File: config.mk
export PLATFORM = sky130hd
export DESIGN_NAME = weighted_sensor_obstacle_steering
export DESIGN_NICKNAME = d
export VERILOG_FILES = /design/src/sv/wsos_pkg.sv /design/src/sv/wsos_seq.sv /design/src/sv/weighted_sensor_obstacle_steering.sv
export SDC_FILE = /design/constraint.sdc
export NUM_CORES = 1
export LEC_CHECK = 0
export ABC_CLOCK_PERIOD_IN_PS = 13200
export BUFFER_PORTS_ARGS = -buffer_cell sky130_fd_sc_hd__clkbuf_2
export CAP_MARGIN = 20
export CORE_UTILIZATION = 55
export CTS_CLUSTER_SIZE = 14
export DETAILED_ROUTE_END_ITERATION = 12
export HOLD_SLACK_MARGIN = 0.06
export MAX_ROUTING_LAYER = met4
export PLACE_DENSITY = 0.76
export RECOVER_POWER = 100
export SYNTH_ARGS = -nofsm -noshare
export SYNTH_HDL_FRONTEND = slang
export SYNTH_SLANG_ARGS = --single-unit
File: constraint.sdc
create_clock -name i_clk -period 13.2 [get_ports i_clk]
set_input_delay 1.32 -clock i_clk [delete_from_list [all_inputs] [get_ports i_clk]]
set_output_delay 1.32 -clock i_clk [all_outputs]
set_load 0.02 [all_outputs]
File: src/sv/wsos_pkg.sv
// ---------------------------------------------------------------------------
// wsos_pkg
// Shared types, constants and tables of the weighted sensor steering block.
// ---------------------------------------------------------------------------
`default_nettype none

package wsos_pkg;

    // field and register widths
    localparam int IDX_W   = 4;
    localparam int VAL_W   = 11;
    localparam int DIST_W  = 13;
    localparam int THR_W   = 11;
    localparam int SPD_W   = 14;
    localparam int OSPD_W  = 15;
    localparam int TOT_W   = 19;
    localparam int WGT_W   = 10;
    localparam int MOD_W   = 9;
    localparam int QUO_W   = 8;
    localparam int DIR_W   = 2;
    localparam int CIDX_W  = 3;
    localparam int CDAT_W  = 16;
    localparam int PC_W    = 3;

    localparam int NUM_SENSORS_DEF = 16;

    // configuration register indexes
    localparam logic [CIDX_W-1:0] CFG_MIN_DIST  = 3'd0;
    localparam logic [CIDX_W-1:0] CFG_THRESHOLD = 3'd1;
    localparam logic [CIDX_W-1:0] CFG_CORNER    = 3'd2;
    localparam logic [CIDX_W-1:0] CFG_MAX_SPEED = 3'd3;
    localparam logic [CIDX_W-1:0] CFG_TURN_SPD  = 3'd4;

    // configuration reset values
    localparam logic [DIST_W-1:0] MIN_DIST_RST  = 13'd717;
    localparam logic [THR_W-1:0]  THRESHOLD_RST = 11'd100;
    localparam logic [THR_W-1:0]  CORNER_RST    = 11'd400;
    localparam logic [SPD_W-1:0]  MAX_SPEED_RST = 14'd10500;
    localparam logic [SPD_W-1:0]  TURN_SPD_RST  = 14'd7350;

    // reading limits and saturated total
    localparam logic [VAL_W-1:0] VAL_FULL  = 11'd1024;
    localparam logic [TOT_W-1:0] TOTAL_MAX = {TOT_W{1'b1}};

    // direction codes on the result port
    localparam logic [DIR_W-1:0] DIR_FWD    = 2'd0;
    localparam logic [DIR_W-1:0] DIR_LEFT   = 2'd1;
    localparam logic [DIR_W-1:0] DIR_RIGHT  = 2'd2;
    localparam logic [DIR_W-1:0] DIR_CORNER = 2'd3;

    // steering state, one-hot
    typedef enum logic [3:0] {
        ST_FWD    = 4'b0001,
        ST_LEFT   = 4'b0010,
        ST_RIGHT  = 4'b0100,
        ST_CORNER = 4'b1000
    } t_steer;

    // jump conditions of the microcode
    typedef enum logic [2:0] {
        C_NEVER     = 3'd0,
        C_NO_ACCEPT = 3'd1,
        C_SKIP      = 3'd2,
        C_DIV_MORE  = 3'd3,
        C_NOT_LAST  = 3'd4,
        C_OUT_FULL  = 3'd5,
        C_ALWAYS    = 3'd6
    } t_cond;

    // one control word
    typedef struct packed {
        logic            ready;
        logic            setup;
        logic            div;
        logic            accum;
        logic            decide;
        t_cond           cond;
        logic [PC_W-1:0] target;
    } t_uop;

    // datapath status seen by the sequencer
    typedef struct packed {
        logic accept;
        logic skip;
        logic div_more;
        logic not_last;
        logic out_full;
    } t_flags;

    // left weight of each sensor
    function automatic logic [WGT_W-1:0] weight_left(input logic [IDX_W-1:0] idx);
        logic [WGT_W-1:0] w;
        case (idx)
            4'd0:    w = 10'd150;
            4'd1:    w = 10'd200;
            4'd2:    w = 10'd300;
            4'd3:    w = 10'd600;
            default: w = 10'd0;
        endcase
        return w;
    endfunction

    // right weight of each sensor
    function automatic logic [WGT_W-1:0] weight_right(input logic [IDX_W-1:0] idx);
        logic [WGT_W-1:0] w;
        case (idx)
            4'd4:    w = 10'd600;
            4'd5:    w = 10'd300;
            4'd6:    w = 10'd200;
            4'd7:    w = 10'd150;
            default: w = 10'd0;
        endcase
        return w;
    endfunction

    // result code of a steering state
    function automatic logic [DIR_W-1:0] dir_code(input t_steer st);
        logic [DIR_W-1:0] d;
        case (st)
            ST_LEFT:   d = DIR_LEFT;
            ST_RIGHT:  d = DIR_RIGHT;
            ST_CORNER: d = DIR_CORNER;
            default:   d = DIR_FWD;
        endcase
        return d;
    endfunction

endpackage

`default_nettype wire

File: src/sv/wsos_seq.sv
// ---------------------------------------------------------------------------
// wsos_seq
// Microcode sequencer: step counter, control word rom and conditional jumps.
// ---------------------------------------------------------------------------
`default_nettype none

module wsos_seq (
    input  wire               i_clk,
    input  wire               i_rst_n,
    input  wsos_pkg::t_flags  i_flags,
    output wsos_pkg::t_uop    o_uop
);
    import wsos_pkg::*;

    // program steps
    localparam logic [PC_W-1:0] STEP_FETCH  = 3'd0;
    localparam logic [PC_W-1:0] STEP_SETUP  = 3'd1;
    localparam logic [PC_W-1:0] STEP_DIV    = 3'd2;
    localparam logic [PC_W-1:0] STEP_ACCUM  = 3'd3;
    localparam logic [PC_W-1:0] STEP_LAST   = 3'd4;
    localparam logic [PC_W-1:0] STEP_DECIDE = 3'd5;
    localparam logic [PC_W-1:0] STEP_LOOP   = 3'd6;

    logic [PC_W-1:0] r_pc;
    logic [PC_W-1:0] n_pc;
    t_uop            uop;
    logic            taken;

    // control store
    always_comb begin
        uop = '{ready: 1'b0, setup: 1'b0, div: 1'b0, accum: 1'b0, decide: 1'b0,
                cond: C_ALWAYS, target: STEP_FETCH};
        case (r_pc)
            STEP_FETCH: begin
                uop.ready  = 1'b1;
                uop.cond   = C_NO_ACCEPT;
                uop.target = STEP_FETCH;
            end
            STEP_SETUP: begin
                uop.setup  = 1'b1;
                uop.cond   = C_SKIP;
                uop.target = STEP_LAST;
            end
            STEP_DIV: begin
                uop.div    = 1'b1;
                uop.cond   = C_DIV_MORE;
                uop.target = STEP_DIV;
            end
            STEP_ACCUM: begin
                uop.accum  = 1'b1;
                uop.cond   = C_NEVER;
            end
            STEP_LAST: begin
                uop.cond   = C_NOT_LAST;
                uop.target = STEP_FETCH;
            end
            STEP_DECIDE: begin
                uop.decide = 1'b1;
                uop.cond   = C_OUT_FULL;
                uop.target = STEP_DECIDE;
            end
            STEP_LOOP: begin
                uop.cond   = C_ALWAYS;
                uop.target = STEP_FETCH;
            end
            default: begin
                uop.cond   = C_ALWAYS;
                uop.target = STEP_FETCH;
            end
        endcase
    end

    // jump condition
    always_comb begin
        case (uop.cond)
            C_NEVER:     taken = 1'b0;
            C_NO_ACCEPT: taken = !i_flags.accept;
            C_SKIP:      taken = i_flags.skip;
            C_DIV_MORE:  taken = i_flags.div_more;
            C_NOT_LAST:  taken = i_flags.not_last;
            C_OUT_FULL:  taken = i_flags.out_full;
            C_ALWAYS:    taken = 1'b1;
            default:     taken = 1'b1;
        endcase
        n_pc = taken ? uop.target : r_pc + 3'd1;
    end

    // step counter
    always_ff @(posedge i_clk) begin
        if (!i_rst_n) begin
            r_pc <= STEP_FETCH;
        end else begin
            r_pc <= n_pc;
        end
    end

    assign o_uop = uop;

endmodule

`default_nettype wire

File: src/sv/weighted_sensor_obstacle_steering.sv
// ---------------------------------------------------------------------------
// weighted_sensor_obstacle_steering
// Sums weighted sensor closeness per round and steers two wheels from it.
// ---------------------------------------------------------------------------
// Usage:
//   Input channel (i_in_valid / o_in_ready) takes one sensor sample per item.
//   Samples of a round add to a left and a right total; the item with
//   i_last_sensor set closes the round and yields one result item on the
//   output channel (o_out_valid / i_out_ready); other items yield none.
//   Each sample runs fetch, setup, the 8-step serial divider, accumulate
//   and the last-item test, one at a time; one that adds nothing skips
//   divider and accumulate, and a closing item also passes decide and loop.
//   The result shows in the cycle after the decision step. It sits in an
//   output register, so the next round's samples are taken while it waits;
//   if it is still not taken when the next round closes, the sequencer holds
//   in its decision step until the receiver drains it.
//   Configuration writes (i_cfg_valid / o_cfg_ready) are taken every cycle
//   out of reset and are meant for idle time only.
//   Reset brings configuration to defaults, clears totals, sets the
//   steering state to forward and empties the output register.
// ---------------------------------------------------------------------------
`default_nettype none

module weighted_sensor_obstacle_steering #(
    parameter int NUM_SENSORS = wsos_pkg::NUM_SENSORS_DEF
) (
    input  wire                                 i_clk,
    input  wire                                 i_rst_n,
    // configuration
    input  wire                                 i_cfg_valid,
    output logic                                o_cfg_ready,
    input  wire  [wsos_pkg::CIDX_W-1:0]         i_cfg_index,
    input  wire  [wsos_pkg::CDAT_W-1:0]         i_cfg_data,
    // sample items
    input  wire                                 i_in_valid,
    output logic                                o_in_ready,
    input  wire  [wsos_pkg::IDX_W-1:0]          i_sensor_index,
    input  wire  [wsos_pkg::VAL_W-1:0]          i_sensor_value,
    input  wire                                 i_last_sensor,
    // result items
    output logic                                o_out_valid,
    input  wire                                 i_out_ready,
    output logic signed [wsos_pkg::OSPD_W-1:0]  o_left_speed,
    output logic signed [wsos_pkg::OSPD_W-1:0]  o_right_speed,
    output logic [wsos_pkg::DIR_W-1:0]          o_direction_state
);
    import wsos_pkg::*;

    // configuration registers
    logic [DIST_W-1:0] r_min_dist;
    logic [THR_W-1:0]  r_threshold;
    logic [THR_W-1:0]  r_corner;
    logic [SPD_W-1:0]  r_max_speed;
    logic [SPD_W-1:0]  r_turn_speed;

    // item and datapath registers
    logic [IDX_W-1:0]  r_idx;
    logic [VAL_W-1:0]  r_val;
    logic              r_last;
    logic [DIST_W-1:0] r_rem;
    logic [QUO_W-1:0]  r_quo;
    logic [2:0]        r_cnt;
    logic [TOT_W-1:0]  r_lt;
    logic [TOT_W-1:0]  r_rt;
    t_steer            r_steer;
    logic              r_out_valid;
    logic [OSPD_W-1:0] r_ls;
    logic [OSPD_W-1:0] r_rs;
    logic [DIR_W-1:0]  r_dir;

    t_uop              uop;
    t_flags            flags;

    logic              accept;
    logic              out_full;
    logic              do_decide;
    logic [VAL_W-1:0]  val_sat;
    logic [VAL_W-1:0]  near;
    logic [DIST_W-1:0] distance;
    logic              skip;
    logic [DIST_W:0]   rem2;
    logic              ge;
    logic [DIST_W:0]   rem_sub;
    logic [MOD_W-1:0]  modif;
    logic [TOT_W-1:0]  prod_l;
    logic [TOT_W-1:0]  prod_r;
    logic [TOT_W:0]    sum_l;
    logic [TOT_W:0]    sum_r;
    logic [TOT_W-1:0]  thr;
    logic [TOT_W-1:0]  lim;
    logic              l_hi, r_hi, l_lo, r_lo;
    logic [OSPD_W-1:0] max_p, max_n, turn_p, turn_n;
    t_steer            n_steer;
    logic [OSPD_W-1:0] n_ls;
    logic [OSPD_W-1:0] n_rs;

    // sequencer
    wsos_seq u_seq (
        .i_clk   (i_clk),
        .i_rst_n (i_rst_n),
        .i_flags (flags),
        .o_uop   (uop)
    );

    // handshakes
    assign o_in_ready  = uop.ready && i_rst_n;
    assign o_cfg_ready = i_rst_n;
    assign accept      = i_in_valid && o_in_ready;
    assign out_full    = r_out_valid && !i_out_ready;
    assign do_decide   = uop.decide && !out_full;

    // distance of the held sample and its skip test
    always_comb begin
        val_sat  = (r_val > VAL_FULL) ? VAL_FULL : r_val;
        near     = VAL_FULL - val_sat;
        distance = {near, 2'b00} + {2'b00, near};
        skip     = (r_val == '0)
                || ({1'b0, r_idx} >= (IDX_W+1)'(NUM_SENSORS))
                || (distance >= r_min_dist);
    end

    // one restoring division step
    always_comb begin
        rem2    = {r_rem, 1'b0};
        ge      = rem2 >= {1'b0, r_min_dist};
        rem_sub = rem2 - {1'b0, r_min_dist};
    end

    // weighted closeness and saturating sums
    always_comb begin
        modif  = 9'd256 - {1'b0, r_quo};
        prod_l = TOT_W'(weight_left(r_idx)) * TOT_W'(modif);
        prod_r = TOT_W'(weight_right(r_idx)) * TOT_W'(modif);
        sum_l  = {1'b0, r_lt} + {1'b0, prod_l};
        sum_r  = {1'b0, r_rt} + {1'b0, prod_r};
    end

    // sequencer status
    always_comb begin
        flags.accept   = accept;
        flags.skip     = skip;
        flags.div_more = (r_cnt != 3'd7);
        flags.not_last = !r_last;
        flags.out_full = out_full;
    end

    // steering decision
    always_comb begin
        thr    = {r_threshold, 8'd0};
        lim    = {r_corner, 8'd0};
        l_hi   = r_lt > thr;
        r_hi   = r_rt > thr;
        l_lo   = r_lt < thr;
        r_lo   = r_rt < thr;
        max_p  = {1'b0, r_max_speed};
        max_n  = 15'd0 - max_p;
        turn_p = {1'b0, r_turn_speed};
        turn_n = 15'd0 - turn_p;
        n_steer = ST_FWD;
        n_ls    = max_p;
        n_rs    = max_p;
        case (r_steer)
            ST_FWD: begin
                if (l_hi && r_lo) begin
                    n_steer = ST_LEFT;
                    n_ls    = turn_p;
                    n_rs    = turn_n;
                end else if (r_hi && l_lo) begin
                    n_steer = ST_RIGHT;
                    n_ls    = turn_n;
                    n_rs    = turn_p;
                end else if (l_hi && r_hi) begin
                    n_steer = ST_CORNER;
                    n_ls    = max_n;
                    n_rs    = max_p;
                end
            end
            ST_LEFT: begin
                if (l_hi || r_hi) begin
                    n_steer = ST_LEFT;
                    n_ls    = turn_p;
                    n_rs    = turn_n;
                end
            end
            ST_RIGHT: begin
                if (l_hi || r_hi) begin
                    n_steer = ST_RIGHT;
                    n_ls    = turn_n;
                    n_rs    = turn_p;
                end
            end
            ST_CORNER: begin
                if ((r_lt > lim) || (r_rt > lim)) begin
                    n_steer = ST_CORNER;
                    n_ls    = max_n;
                    n_rs    = max_p;
                end else begin
                    n_ls    = '0;
                    n_rs    = '0;
                end
            end
            default: begin
                n_steer = ST_FWD;
            end
        endcase
    end

    // configuration registers
    always_ff @(posedge i_clk) begin
        if (!i_rst_n) begin
            r_min_dist   <= MIN_DIST_RST;
            r_threshold  <= THRESHOLD_RST;
            r_corner     <= CORNER_RST;
            r_max_speed  <= MAX_SPEED_RST;
            r_turn_speed <= TURN_SPD_RST;
        end else if (i_cfg_valid && o_cfg_ready) begin
            case (i_cfg_index)
                CFG_MIN_DIST:  r_min_dist   <= i_cfg_data[DIST_W-1:0];
                CFG_THRESHOLD: r_threshold  <= i_cfg_data[THR_W-1:0];
                CFG_CORNER:    r_corner     <= i_cfg_data[THR_W-1:0];
                CFG_MAX_SPEED: r_max_speed  <= i_cfg_data[SPD_W-1:0];
                CFG_TURN_SPD:  r_turn_speed <= i_cfg_data[SPD_W-1:0];
                default: begin
                end
            endcase
        end
    end

    // control state: totals, steering state, output valid
    always_ff @(posedge i_clk) begin
        if (!i_rst_n) begin
            r_lt        <= '0;
            r_rt        <= '0;
            r_steer     <= ST_FWD;
            r_out_valid <= 1'b0;
        end else begin
            if (do_decide) begin
                r_lt    <= '0;
                r_rt    <= '0;
                r_steer <= n_steer;
            end else if (uop.accum) begin
                r_lt <= sum_l[TOT_W] ? TOTAL_MAX : sum_l[TOT_W-1:0];
                r_rt <= sum_r[TOT_W] ? TOTAL_MAX : sum_r[TOT_W-1:0];
            end
            if (do_decide) begin
                r_out_valid <= 1'b1;
            end else if (i_out_ready) begin
                r_out_valid <= 1'b0;
            end
        end
    end

    // item capture, divider and result payload
    always_ff @(posedge i_clk) begin
        if (accept) begin
            r_idx  <= i_sensor_index;
            r_val  <= i_sensor_value;
            r_last <= i_last_sensor;
        end
        if (uop.setup) begin
            r_rem <= distance;
            r_quo <= '0;
            r_cnt <= '0;
        end else if (uop.div) begin
            r_rem <= ge ? rem_sub[DIST_W-1:0] : rem2[DIST_W-1:0];
            r_quo <= {r_quo[QUO_W-2:0], ge};
            r_cnt <= r_cnt + 3'd1;
        end
        if (do_decide) begin
            r_ls  <= n_ls;
            r_rs  <= n_rs;
            r_dir <= dir_code(n_steer);
        end
    end

    assign o_out_valid       = r_out_valid;
    assign o_left_speed      = r_ls;
    assign o_right_speed     = r_rs;
    assign o_direction_state = r_dir;

    // a result appears only out of a decision step
    a_valid_from_decide: assert property (@(posedge i_clk) disable iff (!i_rst_n)
        $rose(r_out_valid) |-> $past(do_decide))
        else $error("result valid without a decision step");

    // totals start from zero after every closed round
    a_totals_cleared: assert property (@(posedge i_clk) disable iff (!i_rst_n)
        $past(do_decide) |-> (r_lt == '0) && (r_rt == '0))
        else $error("totals not cleared after a round");

    // one item in work at a time
    a_one_item: assert property (@(posedge i_clk) disable iff (!i_rst_n)
        accept |=> !o_in_ready)
        else $error("second item taken while one is in work");

endmodule

`default_nettype wire
* After elaboration in Yosys (flattened, before gate mapping)
Index checks and enable logic that the tools add are counted.
** Storage, ports and cells
- Output and inout bits :: 35
- Input port bits :: 40
- Logic and storage cells :: 136
- Register bits after elaboration :: 181
** Operators by class
- Add/sub/neg operators :: 10
- Reduce and logical (&&, ||, !) cells :: 28
- Eq/ne operators :: 29
- Muxes and demuxes :: 38
- Bitwise operators :: 1
- $lt $le $gt $ge :: 9
- $mul :: 2
** Operators by type and width (number)
- 15-bit one-hot mux with 4 select lines :: 2
- 15-bit two-way mux :: 6
- 10-bit one-hot mux with 4 select lines :: 2
- 19-bit greater-than comparator :: 4
- 14-bit two-way mux :: 3
- 19-bit by 19-bit adder with 20-bit output :: 2
- 13-bit two-way mux :: 3
- 19-bit < comparator :: 2
- 10-bit by 9-bit multiplier with 19-bit output :: 2
- 19-bit two-way mux :: 2
- 1-bit by 14-bit subtractor with 15-bit output, first input constant :: 2
- 4-bit by 3-bit equality test with 1-bit output, second input constant :: 6
- 3-bit by 2-bit equality test with 1-bit output, second input constant :: 6
- 3-bit one-hot mux with 6 select lines :: 1
- 4-bit by 2-bit equality test with 1-bit output, second input constant :: 4
- 4-bit two-way mux :: 4
- 4-bit one-hot mux with 4 select lines :: 1
- 3-bit equality test, second input constant :: 5
- 14-bit by 13-bit greater-or-equal comparator with 1-bit output :: 1
- 13-bit by 11-bit adder with 13-bit output :: 1
- 13-bit greater-or-equal comparator :: 1
- 13-bit subtractor :: 1
- 11-bit greater-than comparator, second input constant :: 1
- 11-bit logical NOT :: 1
- other kinds (23) :: 54

* Longest topological paths before layout
Gate-level depths: netlist of the first run.
- Word-level depth :: 8
- Mapped depth :: 28
- Depth with buffers taken out :: 27

* Modules after synthesis
From an unflattened synthesis of the first run, not the netlist that was laid out.
** Second synthesis, totals
- Cell total of the unflattened synthesis :: 2140
- Area, all modules :: 17929.7 um^2
** Modules (own cells, without submodules)
- weighted_sensor_obstacle_steering :: seq. area each 4144.0 um^2, instances 1, area each 17526.8 um^2, cells each 2090
- wsos_seq :: seq. area each 60.1 um^2, instances 1, area each 402.9 um^2, cells each 50

* Least setup slack after synthesis of the first run
OpenSTA, ideal clock, no wires.
- Path kind :: register to register
- Start :: register r_quo[0]
- End :: register r_rt[18]
- Buffers on the path :: 1
- Arrival :: 6.892 ns
- Clock period less this slack :: 6.961 ns
- Setup time :: 0.070 ns
- Stages on the path, launching flop included :: 29
- Slack :: 6.239 ns
- Data required time :: 13.130 ns
- Path through :: dfxtp_1 -> clkinv_1 -> ha_1 -> nand2_1 -> or3_1 -> or3_1 -> clkbuf_1 -> nor2_1 -> nand2_1 -> o21ai_0 -> fa_1 -> fa_1 -> inv_1 -> fa_1 -> inv_1 -> fa_1 -> inv_1 -> fa_1 -> inv_1 -> ha_1 -> a21o_1 -> a21o_1 -> a21oi_1 -> nor4bb_1 -> o31ai_1 -> a21oi_1 -> xor2_1 -> nor3_1 -> a21oi_1
** On the way
- Cells in the longest elaborated chain, start to end :: 4
** RTL lines
- start: declaration :: RTL line weighted_sensor_obstacle_steering.sv:61 : logic [QUO_W-1:0] r_quo;
- start signal: assignment :: RTL line weighted_sensor_obstacle_steering.sv:266 : r_quo <= {r_quo[QUO_W-2:0], ge};
- 9-bit by 8-bit subtractor with 9-bit output :: RTL line weighted_sensor_obstacle_steering.sv:131 : modif = 9'd256 - {1'b0, r_quo};
- 10-bit by 9-bit multiplier with 19-bit output :: RTL line weighted_sensor_obstacle_steering.sv:133 : prod_r = TOT_W'(weight_right(r_idx)) * TOT_W'(modif);
- 19-bit by 19-bit adder with 20-bit output :: RTL line weighted_sensor_obstacle_steering.sv:135 : sum_r = {1'b0, r_rt} + {1'b0, prod_r};
- 19-bit two-way mux :: RTL line weighted_sensor_obstacle_steering.sv:243 : r_rt <= sum_r[TOT_W] ? TOTAL_MAX : sum_r[TOT_W-1:0];
- end signal: assignment :: RTL line weighted_sensor_obstacle_steering.sv:243
- end: declaration :: RTL line weighted_sensor_obstacle_steering.sv:64 : logic [TOT_W-1:0] r_rt;
No other way between the ends.
A chain may end at the register's enable or synchronous reset.

* Worst setup path after layout of the first run
- Start :: register r_quo[0]
- End :: register r_lt[1]
** On the way
- Cells in the longest elaborated chain, start to end :: 4
** RTL lines
- 9-bit by 8-bit subtractor with 9-bit output :: RTL line weighted_sensor_obstacle_steering.sv:131
- 10-bit by 9-bit multiplier with 19-bit output :: RTL line weighted_sensor_obstacle_steering.sv:132 : prod_l = TOT_W'(weight_left(r_idx)) * TOT_W'(modif);
- 19-bit by 19-bit adder with 20-bit output :: RTL line weighted_sensor_obstacle_steering.sv:134 : sum_l = {1'b0, r_lt} + {1'b0, prod_l};
- 19-bit two-way mux :: RTL line weighted_sensor_obstacle_steering.sv:242 : r_lt <= sum_l[TOT_W] ? TOTAL_MAX : sum_l[TOT_W-1:0];
- end signal: assignment :: RTL line weighted_sensor_obstacle_steering.sv:242
- end: declaration :: RTL line weighted_sensor_obstacle_steering.sv:63 : logic [TOT_W-1:0] r_lt;
No other way between the ends.

==> results of run 1 <==
-- kinds of logic (layout without fill, tap and decap cells) --
kind of cell / after synthesis / in the layout / share of synthesized area, %
AO/OA/AOI/OAI: 473 / 473 / 17.5
flip-flops: 180 / 180 / 23.7
multiplexers: 23 / 23 / 1.31
AND/OR/NAND/NOR: 635 / 635 / 16.4
buffers and inverters: 412 / 432 / 8.86
XOR/XNOR: 85 / 85 / 4.20
adder cells (fa/ha/maj): 319 / 319 / 28.0
-- layer usage --
metal	up-vias	part of all wire, %
met5	-	0
met4	0	2.8
met3	94	6.5
met2	536	47
met1	7339	44
li1	7258	-
-- cells in the final DEF (no fill, tap or decap), types with 17 or more instances in the layout --
cell type  instances
o211ai_1          30
clkbuf_16         18
mux2i_1           21
o21ai_0           96
a21o_1            20
fa_1             130
xnor2_1           38
nand3_1           42
a31oi_1           51
a21oi_1          105
a22oi_1           17
inv_1            310
clkbuf_2          37
o221ai_1          28
nor2_1           178
dfxtp_1          120
edfxtp_1          60
xor2_1            47
nor2b_1           29
a21boi_0          32
nand2_1          231
clkbuf_1          43
ha_1             187
nor3_1            50
nand2b_1          20
-- sequential cells by signal, indices dropped and copies added, names as in the netlist --
register	cells
r_steer	4
r_min_dist	13
o_right_speed	14
o_direction_state	2
r_rt	19
r_lt	19
r_max_speed	14
r_threshold	11
r_rem	13
r_idx	4
r_corner	11
o_out_valid	1
r_quo	8
r_turn_speed	14
r_last	1
r_cnt	3
o_left_speed	15
r_val	11
u_seq.r_pc	3
-- power by group --
part,switching [mW],internal (mW),total (mW)
combinational,1.09,0.627,1.71
sequential,0.0575,0.674,0.731
clock,0.236,0.279,0.516
-- critical path, stage by stage (launching register included) --
cell      delay [ns]
dfxtp_1         0.68
clkinv_1        0.53
ha_1            0.40
nand2_1         0.14
or3_1           0.21
xor2_1          0.55
nand2_1         0.27
fa_1            0.59
inv_1           0.08
fa_1            0.54
inv_1           0.06
fa_1            0.56
inv_1           0.06
fa_1            0.54
inv_1           0.05
fa_1            0.49
inv_1           0.05
ha_1            0.34
nand3_1         0.16
a31o_2          0.14
a21boi_0        0.08
a211oi_1        0.43
a21oi_1         0.18
a21o_1          0.22
a21oi_1         0.17
xnor2_1         0.14
clkbuf_1        0.69
a31oi_1         0.20
-- cell type report --
cell class,instances,area share (%)
tap,402,2.67
timing repair buffer,90,2.28
multi-input combinational,1535,63.5
clock inverter,11,0.598
sequential,180,22.3
clock buffer,20,2.48
inverter,311,6.20
-- final timing paths --
check | startpoint | endpoint | cells past startpoint
worst max-delay path | r_quo[0] | r_lt[1] | 27
worst min-delay path | r_corner[3] | r_corner[3] | 2
worst max register to register | r_quo[0] | r_lt[1] | 27
worst min register to register | r_corner[3] | r_corner[3] | 2
==> results.cfg, run 1 <==
[run_status]
outcome = complete, but fails checks
failed_checks = max-capacitance violations, max-slew violations

[floorplanning]
core_area_mm2 = 0.0316
rows = 65
fp.dieH_um = 181
initial_core_util_pct = 56.0
io_pins = 75
die_w_um = 181
die_area_mm2 = 0.0329

[detailed_routing]
drcViolationCount = 0
vias_per_cell = 5.97
initialDrtViolationCount = 1658
vias = 15227
wl_um = 44600
ant_nets = 0
routedWlPerCell_um = 17.5
drt-pass1-iter-count = 5

[setup_path]
r2r_slack_ns = 4.47
cp_data_arrival_time_ns = 9.02
crit_fanout = 19
end_kind = flop
startpoint_type = flop
crit_type = flop to flop
required_ns = 13.50

[timing]
fin_hold_ws_ns = 0.468
worstMarginPinSlew_ns = 3.08
finalCriticalPeriod_ns = 8.73
fmax_mhz = 115
rsz0062_at_grt = false
relSlewSlack_pct = -105
maxSlewViolCount = 140
finalHoldViolCount = 0
fin_skew_ns = 0.0163
fin_setup_tns_ns = 0
setup_ws_ns = 4.47
period_share_pct = 66.1
finalSetupViolations = 0

[yosys]
synth_edf_count = 60
synth.ff_latch_count = 180
async_reset_ff_share_pct = 0
yosys-top-cells-count = 310 x inv_1, 231 x nand2_1, 188 x ha_1, 178 x nor2_1, 130 x fa_1
synth_area_leaders = fa_1 15%, dfxtp_1 14%, ha_1 13%, edfxtp_1 10%, inv_1 6.6%
postSynthCellCount = 2127
synth.most_common_cell = inv_1
ys_types = 74
synth_area_mm2 = 0.0177
synth-seq-area-share_pct = 23.7
syn_avg_cell_area_um2 = 8.33
synth.largest_area_cell = fa_1
synth.top_cell.area_share_pct = 14.7
synth_fp_nets = 2485
ys_warn_count = 0
synthFlopType = dfxtp_1

[global_routing]
grt_pass1_wl_um = 73000
met1_usage_pct = 36.5
grt_pass1_vias = 14663
grt_usage_pct = 28.5
met3_usage_pct = 4.17
grt_max_degree = 81
grt_antenna_before_repair = 0
busiest_layer = met2
use_met2_pct = 46.0
grt_overflow = 0

[flow_run]
drv_cap = 3

[clocking]
cts.clk_slew.worst_paths_ns = 0.07
holdBufCountCts = 0
cts_resized = 0
cts_sinks = 180
clock_path_buffers = 2
cts_max_level = 4
cts_setup_buffers = 0
cts_buffers = 17
clock_latency_ns = 0.46
cts-root-buf = clkbuf_16
tritoncts = done

[layout]
nFillCells = 2792
utilization_pct = 59.5
multiInputGateArea_mm2 = 0.0120
stdcell_area_mm2 = 0.0188
final_nets = 2493
final_layout_size_suffix_gt1_share_pct = 4.70
area_growth_pct = 6.39
final_cells = 2549
diodes = 0
seqCellArea_mm2 = 0.00420

[power_and_ir_drop]
finalPower_mw = 2.96
p_per_area_mw_per_mm2 = 157
p_leak_nw = 8.50
vdd_drop_max_mv = 0.123

[place]
gp_congestion = 1.01
place_inst = 2515
numPortBuffers = 72
place_hpwl_um = 34500
placed_area_mm2 = 0.0183
pre_cts_ws_ns = 4.97

[hold_path]
hold_path.class = flop to flop
Note: power is estimated with default switching activity, not from simulation.
==> run 2: changes to the inputs <==
--- a/config.mk
+++ b/config.mk
@@ -5,7 +5,8 @@
 export SDC_FILE = /design/constraint.sdc
 export NUM_CORES = 1
 export LEC_CHECK = 0
-export ABC_CLOCK_PERIOD_IN_PS = 13200
+export ABC_AREA = 1
+export ABC_CLOCK_PERIOD_IN_PS = 8100
 export BUFFER_PORTS_ARGS = -buffer_cell sky130_fd_sc_hd__clkbuf_2
 export CAP_MARGIN = 20
 export CORE_UTILIZATION = 55
==> constraint.sdc (replaced) <==
create_clock -name i_clk -period 8.1 [get_ports i_clk]
set_input_delay 0.81 -clock i_clk [delete_from_list [all_inputs] [get_ports i_clk]]
set_output_delay 0.81 -clock i_clk [all_outputs]
set_load 0.02 [all_outputs]
==> results.cfg, run 2 <==
[yosys]
synth.ff_latch_count = 180
ys_warn_count = 0
synth_area_mm2 = 0.0180
synth_fp_nets = 2789
syn_avg_cell_area_um2 = 7.42
ys_types = 58
yosys-top-cells-count = 478 x inv_1, 436 x nand2_1, 242 x nor2_1, 188 x ha_1, 163 x a21oi_1
synth_area_leaders = fa_1 14%, dfxtp_1 13%, ha_1 13%, edfxtp_1 10%, inv_1 9.9%
synth.top_cell.area_share_pct = 14.4
postSynthCellCount = 2431
synthFlopType = dfxtp_1
synth.largest_area_cell = fa_1
synth-seq-area-share_pct = 23.3
synth_edf_count = 60
synth.most_common_cell = inv_1
async_reset_ff_share_pct = 0

[place]
gp_congestion = 0.965
numPortBuffers = 72
place_hpwl_um = 37300

[timing]
fin_setup_tns_ns = 0
fmax_mhz = 140
fin_skew_ns = 0.0157
worstMarginPinSlew_ns = 2.82
finalCriticalPeriod_ns = 7.14
relSlewSlack_pct = -87.7
finalSetupViolations = 0
rsz0062_at_grt = false
maxSlewViolCount = 137
finalHoldViolCount = 0
period_share_pct = 88.1

[setup_path]
cp_data_arrival_time_ns = 7.48
reg2reg_from = r_quo[0]
end_kind = flop
crit_type = flop to flop
r2r_slack_ns = 0.96
reg2regPathDepth = 28
crit_family = adder cells
startpoint_type = flop
path_common_cell = inv_1
critPathMaxStageDelay_ns = 0.59
cp_num_buf_inv = 8
crit_slowest_cell = fa_1
crit_fanout = 13
r2r-end = r_rt[16]
required_ns = 8.44

[global_routing]
use_met2_pct = 50.4
grt_usage_pct = 29.9
met1_usage_pct = 37.3
grt_pass1_vias = 15588
grt_max_degree = 71
grt_overflow = 0
grt_antenna_before_repair = 0
busiest_layer = met2
grt_pass1_wl_um = 76800
met3_usage_pct = 3.77

[power_and_ir_drop]
p_per_area_mw_per_mm2 = 262
p_leak_nw = 9.65
vdd_drop_max_mv = 0.159

[hold_path]
min_from = r_cnt[1]
worst_hold_path.num_cells = 1
hold_path.class = flop to flop
hold_end = r_cnt[1]

[clocking]
clock_path_buffers = 2
clock_latency_ns = 0.45
holdBufCountCts = 0
cts_resized = 0
cts_sinks = 180
cts_max_level = 4
cts-root-buf = clkbuf_16
cts_setup_buffers = 0
cts.clk_slew.worst_paths_ns = 0.08
cts_buffers = 17
tritoncts = done

[layout]
final_nets = 2837
multiInputGateArea_mm2 = 0.0117
utilization_pct = 60.5
final_layout_size_suffix_gt1_share_pct = 4.57
diodes = 0
mostFrequentLayoutCells = 480 x inv_1, 439 x nand2_1, 241 x nor2_1
seqCellArea_mm2 = 0.00420
layout_commonest_cell = inv_1
nFillCells = 2942
area_growth_pct = 6.99

[flow_run]
drv_cap = 3

[floorplanning]
initial_core_util_pct = 56.6
io_pins = 75
rows = 65
die_w_um = 183
die_area_mm2 = 0.0335
core_area_mm2 = 0.0319
fp.dieH_um = 183

[run_status]
outcome = complete, but fails checks
failed_checks = max-capacitance violations, max-slew violations

[detailed_routing]
vias = 16090
routedWlPerCell_um = 16.2
drcViolationCount = 0
ant_nets = 0
drt-pass1-iter-count = 6
wl_um = 47300
vias_per_cell = 5.50
initialDrtViolationCount = 1523
-- run 2: cell count changes after synthesis, moves of 48 or more --
| cell | previous run | this run |
|---|---|---|
| a21oi_1 | 105 | 163 |
| a31oi_1 | 51 | 3 |
| inv_1 | 310 | 478 |
| nand2_1 | 231 | 436 |
| nand3_1 | 42 | 140 |
| nor2_1 | 178 | 242 |
-- run 2: metal layers --
layer	part of all wire, %	vias up
met5	0	-
met4	2.5	0
met3	5.9	97
met2	48	572
met1	44	7532
li1	-	7889
-- run 2: worst register-to-register path, delay by kind of cell, from the launching register on --
family,cells,cell delay (ns)
simple gates,9,1.87
fa+ha+maj,6,3.04
flops,1,0.34
compound gates,5,0.84
buf+inv,8,0.94
-- run 2: layout make-up --
cell class,instances,area share (%)
repair buffers,91,2.26
multi-input cells,1703,60.6
clock inverters,14,0.681
inverters,486,9.48
clock buffers,18,2.33
well taps,435,2.82
flip-flops and latches,180,21.8
-- run 2: worst max-delay path by stage --
stage                         from        to  depth (start not counted)
after floorplan           r_quo[0]  r_rt[10]                         29
after global placement    r_quo[1]  r_lt[11]                         30
after detailed placement  r_quo[1]  r_rt[16]                         28
after CTS                 r_quo[1]  r_rt[16]                         28
after global routing      r_quo[0]   r_lt[4]                         31
final                     r_quo[0]  r_rt[16]                         28
-- run 2: kinds of logic after synthesis --
family	share of synthesized area, %
AOI/OAI and AO/OA	11.5
xor gates and xnor gates	3.39
adders and majority gates	27.5
buffers and inverters	11.7
DFF	23.3
muxes	0.0555
and+or+nand+nor	22.6
-- run 2: per-stage QoR --
step           area (µm²)  power [mW]  worst slack, ns  instances  hold WS [ns]
2_1_floorplan       18000        3.43             2.05       2431         0.442
3_3_place_gp        18800        4.11             1.38       2894         0.453
3_5_place_dp        18800        4.21             1.19       2895         0.471
4_1_cts             19400        5.07             1.12       2927         0.487
5_1_grt             19300        5.53            0.375       2927         0.500
6_report            19300        5.06            0.961       2927         0.485
-- run 2: report_power, final --
part / switching (mW) / internal, mW
sequential: 0.0796 / 1.10
clock: 0.412 / 0.427
combinational: 2.02 / 1.03
